--- src/hdl/htwd_stack_mem.sv ---
// ----------------------------------------------------------------------------
// htwd_stack_mem
// Storage for the parents below the top of the parent stack. The read port
// is registered and returns the written data when both ports meet.
// ----------------------------------------------------------------------------
module htwd_stack_mem #(
    parameter int DEPTH = 256,
    parameter int DATA_W = 9,
    localparam int ADDR_W = $clog2(DEPTH)
) (
    input  logic              i_clk,
    input  logic              i_we,
    input  logic [ADDR_W-1:0] i_waddr,
    input  logic [DATA_W-1:0] i_wdata,
    input  logic [ADDR_W-1:0] i_raddr,
    output logic [DATA_W-1:0] o_rdata
);
    logic [DATA_W-1:0] r_mem [DEPTH];
    logic [DATA_W-1:0] r_rd;

    always_ff @(posedge i_clk) begin
        if (i_we) begin
            r_mem[i_waddr] <= i_wdata;
        end
        if (i_we && (i_waddr == i_raddr)) begin
            r_rd <= i_wdata;
        end else begin
            r_rd <= r_mem[i_raddr];
        end
    end

    assign o_rdata = r_rd;

endmodule

--- config.mk ---
export PLATFORM = sky130hd
export DESIGN_NAME = htwd_stack_mem
export DESIGN_NICKNAME = d
export VERILOG_FILES = /design/src/hdl/htwd_stack_mem.sv
export SDC_FILE = /design/constraint.sdc
export NUM_CORES = 2
export LEC_CHECK = 0
export ABC_AREA = 0
export BUFFER_PORTS_ARGS = -buffer_cell sky130_fd_sc_hd__buf_4
export CAP_MARGIN = 25
export CORE_UTILIZATION = 55
export CTS_CLUSTER_SIZE = 24
export DETAILED_ROUTE_END_ITERATION = 8
export GPL_TIMING_DRIVEN = 1
export PLACE_DENSITY = 0.69
export SETUP_SLACK_MARGIN = 0.1
export SYNTH_ARGS = -nofsm -noshare
export SYNTH_HDL_FRONTEND = slang
export SYNTH_SLANG_ARGS = --single-unit
--- constraint.sdc ---
create_clock -name i_clk -period 2.5 [get_ports i_clk]
set_input_delay 0.5 -clock i_clk [delete_from_list [all_inputs] [get_ports i_clk]]
set_output_delay 0.5 -clock i_clk [all_outputs]
set_load 0.05 [all_outputs]
# ---- Word-level counts from Yosys, hierarchy flattened
# Memory sizes are Yosys's and may differ from the RTL's. A register that Yosys moved wholly into a read port is not among the register bits.
# Cells that the tools add are included.
dict set report classes {
  mux 2
}
# cell n
set ops {}
lappend ops {{1-bit two-way mux} 2}
dict set report totals {
  register_bits 0
  word_cells 3
  inputBits 27
  memories 1
  mem_bits_rw 2304
}
# name depth word_bits read_ports rd_clocked_by_memory_dff wr line
set memory_table {}
lappend memory_table {r_mem 256 9 1 1 1 18} ;# logic [DATA_W-1:0] r_mem [DEPTH];

# ---- Depth between registers and ports, before layout
dict set report depth {
  word_depth 2
  depth_mapped 11
}

# ---- Worst setup path before layout
# No wires, ideal clock.
dict set report synth_path {
  path_kind {reg2out}
  start {register (tool-made name)}
  end {output o_rdata[6]}
  t_arrival_ps 3148
  path_stages_with_launch 12
  setup_slack_ps -1148
  cell_sequence {dfxtp_1 buf_6 buf_12 buf_12 buf_8 buf_8 mux2i_1 a221oi_1 o21ai_1 a21oi_1 nor4_1 nor4_1}
}
# item line
set synth_lines {}
lappend synth_lines {{to (decl)} 16} ;# output logic [DATA_W-1:0] o_rdata

==> flow_summary.toml <==
[setup_path]
crit_path_start_kind = "flip-flop"
path_class = "flip-flop to output pin"
crit_family = "buffers and inverters"
cp.required_ns = 2.00
crit_chain = "buf_6, buf_12, buf_12, buf_16, mux4_2, a22oi_1, buf_4, a21oi_1, nor3_2, buf_4, nor4_4, buf_6"
cp_data_arrival_time_ns = 3.88
critical_path_buf_inv_count = 7
slowest_delay_ns = 0.49
slowest_stage = "nor4_4"
worstPathMaxFanout = 11
worstSetupEndpointType = "output pin"

[drt]
drt_iter0_markers = 6481
vias = 48100
first_pass_iters = 5
totalWireLength_microns = 234000
drc = 0
post_drt_wl_per_cell_microns = 31.2
ant_nets = 0
vias_per_cell = 6.40

[yosys]
yosys_most_used_dff = "edfxtp_1"
synth.area.top_cells = "edfxtp_1 (78%), mux4_2 (12%), mux2i_1 (2.0%)"
synth_area_sq_um = 89300
synth_top_cell_area_share = 0.775
synthTopCellsByCount = "edfxtp_1 (2,304), mux4_2 (467), nor2_1 (305)"
yosys.area.top_type = "edfxtp_1"
syn_avg_cell_area_sq_um = 21.1
synth-async-reset-ratio = 0
synth_edf_count = 2304
ys_seq_area_frac = 0.777
yosys.cell_types.count = 57
synthMostInstantiatedCell = "edfxtp_1"
syn-num-nets = 4263
synthCells = 4236
yosysWarnings = 0
synth-seq-cells = 2312

[timing]
timing.hold.ws_ns = 0.0691
slew_headroom = 0.446
rsz0062_at_grt = "true"
post-route-period-util = 1.75
fin_crit_ns = 4.38
max_freq_mhz = 228
fin_ws_ns = -1.88
finalHoldViolCount = 0
setup_viol = 9
max_slew.worst_pin.slew_ns = 0.831
slew_viol_final = 0

[grt]
grt_pass1_vias = 47800
grt_usage = 0.288
grt-ovfl-total = 0
grt_start_max_net_pins = 109
antenna_found_initial = 3
grt_first_pass_wirelength_microns = 335000

[finish]
area_growth_pct = 21.1
seq_area_sq_um = 69400
final_core_util = 0.673
drive_above_1_share = 0.361
nets = 5189
largest_register_ffs = 2304
finalNonFillerCells = 7517
top_regs = "r_mem x2304"
nFillCells = 10000
largest_register = "r_mem"
multi_input_area_sq_um = 19400

[run_status]
outcome = "finished with violations"
violations = "negative setup slack"

[floorplan]
rows = 147
dieArea_sq_um = 164000
start_util = 0.555
core_area_sq_um = 161000
die_w_microns = 405
die_h_microns = 405
ios = 36

[placed_design]
dp_hpwl_microns = 146000
dp.cells = 6984
portBuffers = 35
dp_slack_ns = -1.45
finalWeightedCongestion = 0.885

[power]
vdd_ir_drop_max_uv = 780
p_leak_nw = 35.6
power_density_nw_per_um2 = 754

[cts]
cts_buffer_depth = 3
root_buffer = "clkbuf_16"
cts_buffers = 219
cts_tree = "yes"
cts_htree_levels = 4
cts.sinks = 2312
path_clk_slew_ns = 0.06

[worst_hold_path]
hp-start = "i_wdata[4]"
hold_depth = 1
min_path_type = "primary input to flip-flop"
min_to = "r_mem[242][4]$_DFFE_PP_"

[run]
maxCapViolCount = 0
## metal layers
metal	global-route usage	wire, microns
met5	0	0
met4	0.0968	7710
met3	0.0626	25000
met2	0.451	112000
met1	0.408	89900
## placed cells by master, fill, tap and decap left out, drive strengths merged, types with 6 or more instances in the layout
cell type,netlist,final
edfxtp,2304,2304
nor2,305,305
nor3,21,21
a31oi,10,10
o221ai,36,36
buf,139,944
mux2,21,21
clkbuf,120,277
dfxtp,8,8
nand2b,9,9
mux2i,177,177
clkinvlp,0,7
a221oi,11,11
bufinv,0,28
nor4,27,27
inv,1,10
o21ai,36,36
clkinv,1,99
a211oi,26,26
nand2,40,40
bufbuf,0,6
o31a,8,8
o22ai,65,65
nand3,31,31
nor2b,28,28
nand4,11,11
dlygate4sd3,0,9
a21oi,98,98
a22o,8,8
a22oi,174,174
mux4,476,476
or2,6,6
## through the flow
stage / setup TNS [ns] / total power [mW] / cell area, sq um
4_1_cts: -16.32 / 81.6 / 108000
6_report: -15.95 / 81.5 / 108000
3_3_place_gp: -10.47 / 48.3 / 98400
2_1_floorplan: -2.20 / 45.8 / 89700
5_1_grt: -16.63 / 83.4 / 108000
3_5_place_dp: -10.63 / 48.3 / 98400
## where the power goes
part           internal, mW  switching (mW)
Combinational          2.28            3.11
Clock                  19.3            14.1
Sequential             42.7          0.0419
Total                  64.3            17.2
## worst max-delay path by stage
stage                     depth (start not counted)  slack, ns    endpoint
after floorplan                                  10      -0.25  o_rdata[0]
after global placement                           10      -1.43  o_rdata[4]
after detailed placement                         10      -1.45  o_rdata[4]
after CTS                                        13      -1.86  o_rdata[7]
after global routing                             13      -1.91  o_rdata[8]
final                                            12      -1.88  o_rdata[0]
## cells by family (layout without fill, tap and decap cells)
logic type             count (synthesis)  after routing  synth area share
AOI/OAI and AO/OA                    489            489            0.0375
other                                  0              2                 0
and+or+nand+nor                      500            500            0.0250
DFF                                 2312           2312             0.777
muxes                                674            674             0.143
buffers and inverters                261           1380            0.0175
## layout make-up
| type | instances | area share |
|---|---|---|
| multi-input combinational | 1663 | 0.180 |
| tap | 2160 | 0.0250 |
| timing repair buffer | 964 | 0.0868 |
| sequential | 2312 | 0.642 |
| inverter | 2 | 0.0000694 |
| antenna | 2 | 0.0000463 |
| clock inverter | 142 | 0.0132 |
| clock buffer | 272 | 0.0536 |
## repair_timing
item,CTS,global route
endpoints found under the setup margin,9,9
gates cloned,14,3
gates resized for setup,204,57
setup buffers,61,34
hold buffers,9,0
pin swaps,50,27
hold endpoints to repair,24,0
(Power assumes the default switching activity.)
